==> src/design/assert_macros.svh <==
// Assertion helpers shared by the RTL. Simulation gets the checks, synthesis gets nothing.
`ifndef ASSERT_MACROS_SVH
`define ASSERT_MACROS_SVH

`ifndef SYNTHESIS

// Check prop at every rising edge of clk, skipped while rst is high.
`define MEXP_ASSERT(label, clk, rst, prop) \
   label: assert property (@(posedge clk) disable iff (rst) prop) \
      else $error("%m: check failed");

// Check prop at every rising edge of clk, reset included.
`define MEXP_ASSERT_ALWAYS(label, clk, prop) \
   label: assert property (@(posedge clk) prop) \
      else $error("%m: check failed");

`else

`define MEXP_ASSERT(label, clk, rst, prop)
`define MEXP_ASSERT_ALWAYS(label, clk, prop)

`endif

`endif

==> src/design/mexp_pkg.sv <==
package mexp_pkg;

   localparam int DATA_W        = 32;
   localparam int WIDTH_DEFAULT = 32;
   localparam int CSR_IDX_W     = 1;

   localparam logic [CSR_IDX_W-1:0] CSR_EXPONENT = 1'd0;
   localparam logic [CSR_IDX_W-1:0] CSR_MODULUS  = 1'd1;

   localparam logic [DATA_W-1:0] RESET_EXPONENT = 32'd65537;
   localparam logic [DATA_W-1:0] RESET_MODULUS  = 32'd1;

   // Operand selection of the shared modular multiplier
   typedef enum logic [1:0] {
      SEL_REDUCE,
      SEL_MUL,
      SEL_SQR
   } mul_sel_type;

   typedef struct packed {
      logic        load;
      logic        mul_start;
      logic        mul_step;
      logic        shift_exp;
      logic        emit;
      mul_sel_type sel;
   } cmd_type;

   typedef struct packed {
      logic mod_zero;
      logic exp_zero;
      logic exp_bit;
      logic mul_last;
   } sts_type;

endpackage

==> src/design/mexp_if.sv <==
interface mexp_req_if;
   logic                       valid;
   logic                       ready;
   logic [mexp_pkg::DATA_W-1:0] value;

   modport source (output valid, output value, input ready);
   modport sink (input valid, input value, output ready);
endinterface

interface mexp_rsp_if;
   logic                       valid;
   logic                       ready;
   logic [mexp_pkg::DATA_W-1:0] result;

   modport source (output valid, output result, input ready);
   modport sink (input valid, input result, output ready);
endinterface

==> src/design/mexp_ctrl.sv <==
`include "assert_macros.svh"

module mexp_ctrl (
   input  logic              clock,
   input  logic              reset,
   input  logic              req_valid,
   output logic              req_ready,
   output logic              rsp_valid,
   input  logic              rsp_ready,
   input  mexp_pkg::sts_type sts,
   output mexp_pkg::cmd_type cmd
);

   typedef enum logic [3:0] {
      ST_IDLE,
      ST_RED_START,
      ST_RED_RUN,
      ST_BIT,
      ST_MUL_START,
      ST_MUL_RUN,
      ST_SQR_START,
      ST_SQR_RUN,
      ST_FINISH
   } state_type;

   state_type state_ff;
   logic      rsp_valid_ff;

   assign req_ready = (state_ff == ST_IDLE);
   assign rsp_valid = rsp_valid_ff;

   always_comb begin
      cmd = '{load: 1'b0, mul_start: 1'b0, mul_step: 1'b0, shift_exp: 1'b0,
              emit: 1'b0, sel: mexp_pkg::SEL_REDUCE};
      case (state_ff)
         ST_IDLE: begin
            cmd.load = req_valid;
         end
         ST_RED_START: begin
            cmd.mul_start = 1'b1;
            cmd.sel       = mexp_pkg::SEL_REDUCE;
         end
         ST_MUL_START: begin
            cmd.mul_start = 1'b1;
            cmd.sel       = mexp_pkg::SEL_MUL;
         end
         ST_SQR_START: begin
            cmd.mul_start = 1'b1;
            cmd.sel       = mexp_pkg::SEL_SQR;
         end
         ST_RED_RUN, ST_MUL_RUN: begin
            cmd.mul_step = 1'b1;
         end
         ST_SQR_RUN: begin
            cmd.mul_step  = 1'b1;
            cmd.shift_exp = sts.mul_last;
         end
         ST_FINISH: begin
            // load the output register only once it is free
            cmd.emit = !rsp_valid_ff || rsp_ready;
         end
         default: begin
         end
      endcase
   end

   always_ff @(posedge clock) begin
      if (reset) begin
         state_ff     <= ST_IDLE;
         rsp_valid_ff <= 1'b0;
      end else begin
         if (cmd.emit) begin
            rsp_valid_ff <= 1'b1;
         end else if (rsp_ready) begin
            rsp_valid_ff <= 1'b0;
         end
         case (state_ff)
            ST_IDLE: begin
               if (req_valid) begin
                  state_ff <= sts.mod_zero ? ST_FINISH : ST_RED_START;
               end
            end
            ST_RED_START: begin
               state_ff <= ST_RED_RUN;
            end
            ST_RED_RUN: begin
               if (sts.mul_last) begin
                  state_ff <= ST_BIT;
               end
            end
            ST_BIT: begin
               if (sts.exp_zero) begin
                  state_ff <= ST_FINISH;
               end else if (sts.exp_bit) begin
                  state_ff <= ST_MUL_START;
               end else begin
                  state_ff <= ST_SQR_START;
               end
            end
            ST_MUL_START: begin
               state_ff <= ST_MUL_RUN;
            end
            ST_MUL_RUN: begin
               if (sts.mul_last) begin
                  state_ff <= ST_SQR_START;
               end
            end
            ST_SQR_START: begin
               state_ff <= ST_SQR_RUN;
            end
            ST_SQR_RUN: begin
               if (sts.mul_last) begin
                  state_ff <= ST_BIT;
               end
            end
            ST_FINISH: begin
               if (cmd.emit) begin
                  state_ff <= ST_IDLE;
               end
            end
            default: begin
               state_ff <= ST_IDLE;
            end
         endcase
      end
   end

   `MEXP_ASSERT(a_emit_into_free_slot, clock, reset, cmd.emit |-> (!rsp_valid_ff || rsp_ready))
   `MEXP_ASSERT(a_start_step_exclusive, clock, reset, !(cmd.mul_start && cmd.mul_step))
   `MEXP_ASSERT(a_emit_shows_result, clock, reset, cmd.emit |=> rsp_valid_ff)
   `MEXP_ASSERT(a_load_only_idle, clock, reset, cmd.load |-> (state_ff == ST_IDLE))

endmodule

==> src/design/mexp_datapath.sv <==
module mexp_datapath #(
   parameter int WIDTH = mexp_pkg::WIDTH_DEFAULT
) (
   input  logic                            clock,
   input  logic                            reset,
   input  logic                            csr_we,
   input  logic [mexp_pkg::CSR_IDX_W-1:0]  csr_index,
   input  logic [mexp_pkg::DATA_W-1:0]     csr_wdata,
   input  logic [mexp_pkg::DATA_W-1:0]     req_value,
   input  mexp_pkg::cmd_type               cmd,
   output mexp_pkg::sts_type               sts,
   output logic [mexp_pkg::DATA_W-1:0]     result
);

   localparam int CNT_W = $clog2(WIDTH);
   localparam logic [CNT_W-1:0] CNT_LAST = CNT_W'(WIDTH - 1);

   logic [mexp_pkg::DATA_W-1:0] exponent_cfg_ff;
   logic [mexp_pkg::DATA_W-1:0] modulus_cfg_ff;

   logic [WIDTH-1:0]      base_ff;
   logic [WIDTH-1:0]      acc_ff;
   logic [WIDTH-1:0]      exp_ff;
   logic [WIDTH-1:0]      ma_ff;
   logic [WIDTH-1:0]      mb_ff;
   logic [WIDTH-1:0]      mr_ff;
   logic [CNT_W-1:0]      cnt_ff;
   mexp_pkg::mul_sel_type sel_ff;
   logic [mexp_pkg::DATA_W-1:0] result_ff;

   logic [WIDTH-1:0] modulus;
   logic [WIDTH-1:0] addend;
   logic [WIDTH+1:0] sum;
   logic [WIDTH+1:0] n1;
   logic [WIDTH+1:0] n2;
   logic [WIDTH-1:0] mr_in;
   logic [WIDTH-1:0] ma_in;
   logic [WIDTH-1:0] mb_in;
   logic             mul_last;

   assign modulus  = modulus_cfg_ff[WIDTH-1:0];
   assign mul_last = (cnt_ff == CNT_LAST);

   // One interleaved step: r = (2r + a_bit * b) mod n, with r < n and b <= n
   always_comb begin
      addend = ma_ff[WIDTH-1] ? mb_ff : '0;
      sum    = {1'b0, mr_ff, 1'b0} + {2'b00, addend};
      n1     = {2'b00, modulus};
      n2     = {1'b0, modulus, 1'b0};
      if (sum >= n2) begin
         mr_in = WIDTH'(sum - n2);
      end else if (sum >= n1) begin
         mr_in = WIDTH'(sum - n1);
      end else begin
         mr_in = sum[WIDTH-1:0];
      end
   end

   always_comb begin
      case (cmd.sel)
         mexp_pkg::SEL_REDUCE: begin
            ma_in = base_ff;
            mb_in = WIDTH'(1);
         end
         mexp_pkg::SEL_MUL: begin
            ma_in = acc_ff;
            mb_in = base_ff;
         end
         mexp_pkg::SEL_SQR: begin
            ma_in = base_ff;
            mb_in = base_ff;
         end
         default: begin
            ma_in = base_ff;
            mb_in = base_ff;
         end
      endcase
   end

   always_ff @(posedge clock) begin
      if (reset) begin
         exponent_cfg_ff <= mexp_pkg::RESET_EXPONENT;
         modulus_cfg_ff  <= mexp_pkg::RESET_MODULUS;
      end else if (csr_we) begin
         if (csr_index == mexp_pkg::CSR_EXPONENT) begin
            exponent_cfg_ff <= csr_wdata;
         end else if (csr_index == mexp_pkg::CSR_MODULUS) begin
            modulus_cfg_ff <= csr_wdata;
         end
      end
   end

   always_ff @(posedge clock) begin
      if (cmd.load) begin
         base_ff <= req_value[WIDTH-1:0];
         acc_ff  <= WIDTH'(1);
         exp_ff  <= exponent_cfg_ff[WIDTH-1:0];
      end
      if (cmd.mul_start) begin
         ma_ff  <= ma_in;
         mb_ff  <= mb_in;
         mr_ff  <= '0;
         cnt_ff <= '0;
         sel_ff <= cmd.sel;
      end else if (cmd.mul_step) begin
         ma_ff  <= {ma_ff[WIDTH-2:0], 1'b0};
         mr_ff  <= mr_in;
         cnt_ff <= cnt_ff + CNT_W'(1);
         if (mul_last) begin
            if (sel_ff == mexp_pkg::SEL_MUL) begin
               acc_ff <= mr_in;
            end else begin
               base_ff <= mr_in;
            end
         end
      end
      if (cmd.shift_exp) begin
         exp_ff <= exp_ff >> 1;
      end
      if (cmd.emit) begin
         result_ff <= (modulus == '0) ? '0 : mexp_pkg::DATA_W'(acc_ff);
      end
   end

   assign sts.mod_zero = (modulus == '0);
   assign sts.exp_zero = (exp_ff == '0);
   assign sts.exp_bit  = exp_ff[0];
   assign sts.mul_last = mul_last;
   assign result       = result_ff;

endmodule

==> src/design/modular_exponentiation.sv <==
// Modular exponentiation: result = value ^ exponent mod modulus (RSA on one number).
// Configuration: csr_we / csr_index / csr_wdata write the key exponent (index 0,
// reset 65537) and the key modulus (index 1, reset 1). Write them only while idle.
// Request channel req_chan: one value per request, taken when valid and ready meet.
// Response channel rsp_chan: one result per request, held until ready is seen.
// Work: the value is first reduced modulo the modulus, then the exponent is walked
// from its least significant bit; each set bit costs one modular multiply and every
// bit one modular square. One shared bit-serial multiplier does all of it, one
// multiplier bit per cycle. One request at a time. A modulus of zero skips the work
// and answers 0.
// Back-pressure: the result sits in an output register; the engine accepts the next
// request while it waits and only stalls at the end of that request's work.
// Reset (synchronous, active high): drop any request in flight, clear rsp valid and
// restore the reset key.
module modular_exponentiation #(
   parameter int WIDTH = mexp_pkg::WIDTH_DEFAULT
) (
   input  logic                           clock,
   input  logic                           reset,
   input  logic                           csr_we,
   input  logic [mexp_pkg::CSR_IDX_W-1:0] csr_index,
   input  logic [mexp_pkg::DATA_W-1:0]    csr_wdata,
   mexp_req_if.sink                       req_chan,
   mexp_rsp_if.source                     rsp_chan
);

   mexp_pkg::cmd_type cmd;
   mexp_pkg::sts_type sts;

   // Sequencer: walks reduce, multiply and square steps and owns both handshakes
   mexp_ctrl u_ctrl (
      .clock     (clock),
      .reset     (reset),
      .req_valid (req_chan.valid),
      .req_ready (req_chan.ready),
      .rsp_valid (rsp_chan.valid),
      .rsp_ready (rsp_chan.ready),
      .sts       (sts),
      .cmd       (cmd)
   );

   // Datapath: key registers, base / accumulator / exponent and the serial multiplier
   mexp_datapath #(
      .WIDTH (WIDTH)
   ) u_datapath (
      .clock     (clock),
      .reset     (reset),
      .csr_we    (csr_we),
      .csr_index (csr_index),
      .csr_wdata (csr_wdata),
      .req_value (req_chan.value),
      .cmd       (cmd),
      .sts       (sts),
      .result    (rsp_chan.result)
   );

endmodule
==> src/flat_wrapper.sv <==
// flat-port wrapper written by rule: the top's interface ports become plain ports
module modular_exponentiation_flat 
#(
   parameter int WIDTH = mexp_pkg::WIDTH_DEFAULT
)
  (clock, reset, csr_we, csr_index, csr_wdata, req_chan_valid, req_chan_value, req_chan_ready, rsp_chan_valid, rsp_chan_result, rsp_chan_ready);
  mexp_req_if req_chan_i ();
  mexp_rsp_if rsp_chan_i ();
  input  logic clock;
  input  logic reset;
  input  logic csr_we;
  input  logic [mexp_pkg::CSR_IDX_W-1:0] csr_index;
  input  logic [mexp_pkg::DATA_W-1:0] csr_wdata;
  input wire logic [$bits(req_chan_i.valid)-1:0] req_chan_valid;
  input wire logic [$bits(req_chan_i.value)-1:0] req_chan_value;
  output wire logic [$bits(req_chan_i.ready)-1:0] req_chan_ready;
  output wire logic [$bits(rsp_chan_i.valid)-1:0] rsp_chan_valid;
  output wire logic [$bits(rsp_chan_i.result)-1:0] rsp_chan_result;
  input wire logic [$bits(rsp_chan_i.ready)-1:0] rsp_chan_ready;
  assign req_chan_i.valid = req_chan_valid;
  assign req_chan_i.value = req_chan_value;
  assign req_chan_ready = req_chan_i.ready;
  assign rsp_chan_valid = rsp_chan_i.valid;
  assign rsp_chan_result = rsp_chan_i.result;
  assign rsp_chan_i.ready = rsp_chan_ready;
  modular_exponentiation #(.WIDTH(WIDTH)) u_core (.clock(clock), .reset(reset), .csr_we(csr_we), .csr_index(csr_index), .csr_wdata(csr_wdata), .req_chan(req_chan_i), .rsp_chan(rsp_chan_i));
endmodule
==> config.mk <==
export PLATFORM = sky130hd
export DESIGN_NAME = modular_exponentiation_flat
export DESIGN_NICKNAME = d
export VERILOG_FILES = /design/src/design/mexp_pkg.sv /design/src/design/mexp_if.sv /design/src/design/mexp_ctrl.sv /design/src/design/mexp_datapath.sv /design/src/design/modular_exponentiation.sv /design/src/flat_wrapper.sv
export VERILOG_INCLUDE_DIRS = /design/src /design/src/design
export SDC_FILE = /design/constraint.sdc
export NUM_CORES = 1
export LEC_CHECK = 0
export ABC_AREA = 1
export BUFFER_PORTS_ARGS = -buffer_cell sky130_fd_sc_hd__clkbuf_2
export CORE_AREA = 4 4 264 266
export DETAILED_ROUTE_END_ITERATION = 10
export DIE_AREA = 0 0 268 270
export HOLD_SLACK_MARGIN = 0.02
export SYNTH_ARGS = -nofsm -noshare
export SYNTH_HDL_FRONTEND = slang
export SYNTH_SLANG_ARGS = --single-unit
export TNS_END_PERCENT = 50
==> constraint.sdc <==
create_clock -name clock -period 7.4 [get_ports clock]
set_input_delay 0.74 -clock clock [delete_from_list [all_inputs] [get_ports clock]]
set_output_delay 0.74 -clock clock [all_outputs]
set_load 0.02 [all_outputs]
==> impl_metrics.ini <==
[status]
run_status = complete, no violations

[worst_setup_path]
worst-r2r-setup-slack_ps = 1000
timing.setup.critical_path_class = reg -> reg
cp-end-kind = register
worst-r2r-cell-count = 30
worstSetupStartpointType = register
critical-path-top-cell-by-count = sky130_fd_sc_hd__nand2_1
cp.required_ps = 7890
worstPathArrival_ps = 6880
max_stage_delay_ps = 1020
slowest_stage = sky130_fd_sc_hd__edfxtp_1
worstPathMaxFanout = 61

[grt]
grt_max_degree = 68
wire_length_of_the_first_global_routing_pass_um = 115000
grtUsageMet1_pct = 28.3
number_of_global_route_vias_before_repair = 18742
overflow = 0
grt.met3_usage_pct = 3.10
groute.usage.overall_pct = 20.6
grt_use_met2_pct = 33.5
antenna_violations_before_repair = 1
gr-max-usage-layer = met2

[die]
coreArea_um2 = 67000
die-height_um = 270
floorplan.die.width_um = 268
core.rowCount = 95
dieArea_um2 = 72400
starting_density_of_the_core_pct = 29.9
floorplan.io_pins = 104

[sta]
finalClockSkew_ps = 44.2
unrepaired_setup_endpoints_after_global_routing = no
tightestPinTransition_ps = 1170
finalWorstPathRequiredPeriod_ps = 6400
final.setup.tns_ps = 0
maxSlewViolCount = 0
maxSlewHeadroom_pct = 22.2
setup_slack_ps = 1000
timing_hold_violations_final = 0
timing.hold.ws_ps = 424
report.final.setup_viol = 0
final_min_period_over_clock_period_pct = 86.4
maximum_achievable_frequency_ghz = 0.156

[worst_hold_path]
hp-class = in -> reg
hold_path_depth = 3

[yosys]
synth_commonest_cells = sky130_fd_sc_hd__nand2_1 (905), sky130_fd_sc_hd__inv_1 (432), sky130_fd_sc_hd__nand3_1 (313)
yosys-top-cells-area = sky130_fd_sc_hd__edfxtp_1 (19%), sky130_fd_sc_hd__dfxtp_1 (17%), sky130_fd_sc_hd__nand2_1 (17%), sky130_fd_sc_hd__inv_1 (8.1%), sky130_fd_sc_hd__nand3_1 (7.8%)
count_of_flip_flops_with_a_built_in_enable_after_synthesis = 129
synth.lib_cells_used.distinct = 48
synth_warnings = 0
syn-cell-area_um2 = 20000
synthesis.area_per_instance_um2 = 6.78
yosys.area.top_type = sky130_fd_sc_hd__edfxtp_1
synth_fp_nets = 3129
ys_seq_elements = 300
synth_seq_area_share_pct = 36.4
yosysMostFrequentCell = sky130_fd_sc_hd__nand2_1
yosys_most_used_dff = sky130_fd_sc_hd__dfxtp_1
syn-instance-count = 2959
asyncSetResetFlopFracSynth_pct = 0
synth_top_area_share_pct = 19.3

[clock_tree]
ctsLongestPathBuffers = 3
clock_sinks = 300
post_cts_buffers = 0
cts-root-buf = sky130_fd_sc_hd__clkbuf_16
clkLatencyLatePin_ps = 580
cts_made_buffers = 35
cts.clk_slew.worst_paths_ps = 60
resized_cells_post_cts = 0
cts_tree = built
postCtsHoldBufs = 0
cts.htree.levels = 2

[place]
buffer_ports.inserted = 103
dp.final_hpwl_um = 60900
post-place-ws_ps = 1140
finalWeightedCongestion = 0.996

[detailed_routing]
vias = 19652
initialDrtViolationCount = 1847
postRouteAntennaNets = 0
via_count_normalized_by_instance_count = 5.01
residual_drc_count = 0
detail_route.wl_per_cell_um = 19.5
drt_pre_antenna_iters = 8
wirelength_um = 76500

[run]
cap_viol_max_count = 0

[cells_and_area]
layout.filler_cells = 7411
nets = 3196
layout-area-overhead-vs-synth_pct = 12.0
final_layout_size_suffix_gt1_share_pct = 8.55
==> layout by cell type, fill, tap and decap left out, drive strengths merged, types with 96 or more instances in the layout <==
master / n
a21oi: 126
clkbuf: 157
dfxtp: 171
edfxtp: 129
ha: 97
inv: 442
nand2: 935
nand3: 332
nor2: 290
o21ai: 96
==> metal layers <==
| metal | part of all wire, % | wire, um |
|---|---|---|
| met1 | 44 | 33800 |
| met2 | 46 | 34900 |
| met3 | 7.0 | 5380 |
| met4 | 3.2 | 2460 |
| met5 | 0 | 0 |
==> cells by family (layout without fill, tap and decap cells) <==
kind of cell	after synthesis	in the layout	synth area share, %
buf+inv	539	631	10.5
flops	300	300	36.4
compound gates	295	295	8.48
other cells	0	1	0
fa+ha+maj	100	100	6.35
simple gates	1662	1662	35.5
xor+xnor	58	58	2.53
mux	5	5	0.281
==> path summary, 6_finish.rpt <==
check                               from                                    end
max          u_core.u_datapath.ma_ff[31]            u_core.u_datapath.mr_ff[10]
min                        csr_wdata[20]  u_core.u_datapath.exponent_cfg_ff[20]
max reg2reg  u_core.u_datapath.ma_ff[31]            u_core.u_datapath.mr_ff[10]
min reg2reg  u_core.u_datapath.mr_ff[17]            u_core.u_datapath.mr_ff[17]
==> worst max-delay path: cells and delay by family, from the launching register on <==
| family | cells | cell delay (ps) |
|---|---|---|
| compound gates | 2 | 500 |
| xor+xnor | 1 | 500 |
| fa+ha+maj | 3 | 1010 |
| buf+inv | 5 | 1310 |
| flops | 1 | 1020 |
| simple gates | 19 | 1970 |
==> state kept, by name, summed over array words and instances, names as in the netlist, 5 cells and up <==
name,cells
u_core.u_datapath.acc_ff,32
u_core.u_datapath.result,32
u_core.u_datapath.ma_ff,32
u_core.u_datapath.exp_ff,32
u_core.u_datapath.mr_ff,32
u_core.u_datapath.modulus,32
u_core.u_datapath.cnt_ff,5
u_core.u_datapath.mb_ff,32
u_core.u_datapath.exponent_cfg_ff,32
u_core.u_datapath.base_ff,32
==> per-stage QoR <==
stage	utilization, %	instance area, um2	cells
finish	33.5	22400	3925
global route	33.5	22400	3924
CTS	33.5	22400	3924
detailed placement	31.9	21400	3862
global placement	31.9	21400	3862
floorplan	-	20000	2959
==> layout make-up <==
class,instances,area (um2),area share [%]
Antenna cell,1,2.50,0.0111
Multi-Input combinational cell,2120,10700,47.5
Tap cell,873,1090,4.87
Sequential cell,300,7300,32.5
Timing Repair Buffer,126,688,3.07
Clock inverter,8,53.8,0.240
Inverter,443,1660,7.41
Clock buffer,54,978,4.36
Power is not shown: default switching activity piles up to over one toggle a cycle in this logic, so the estimate is an artifact.
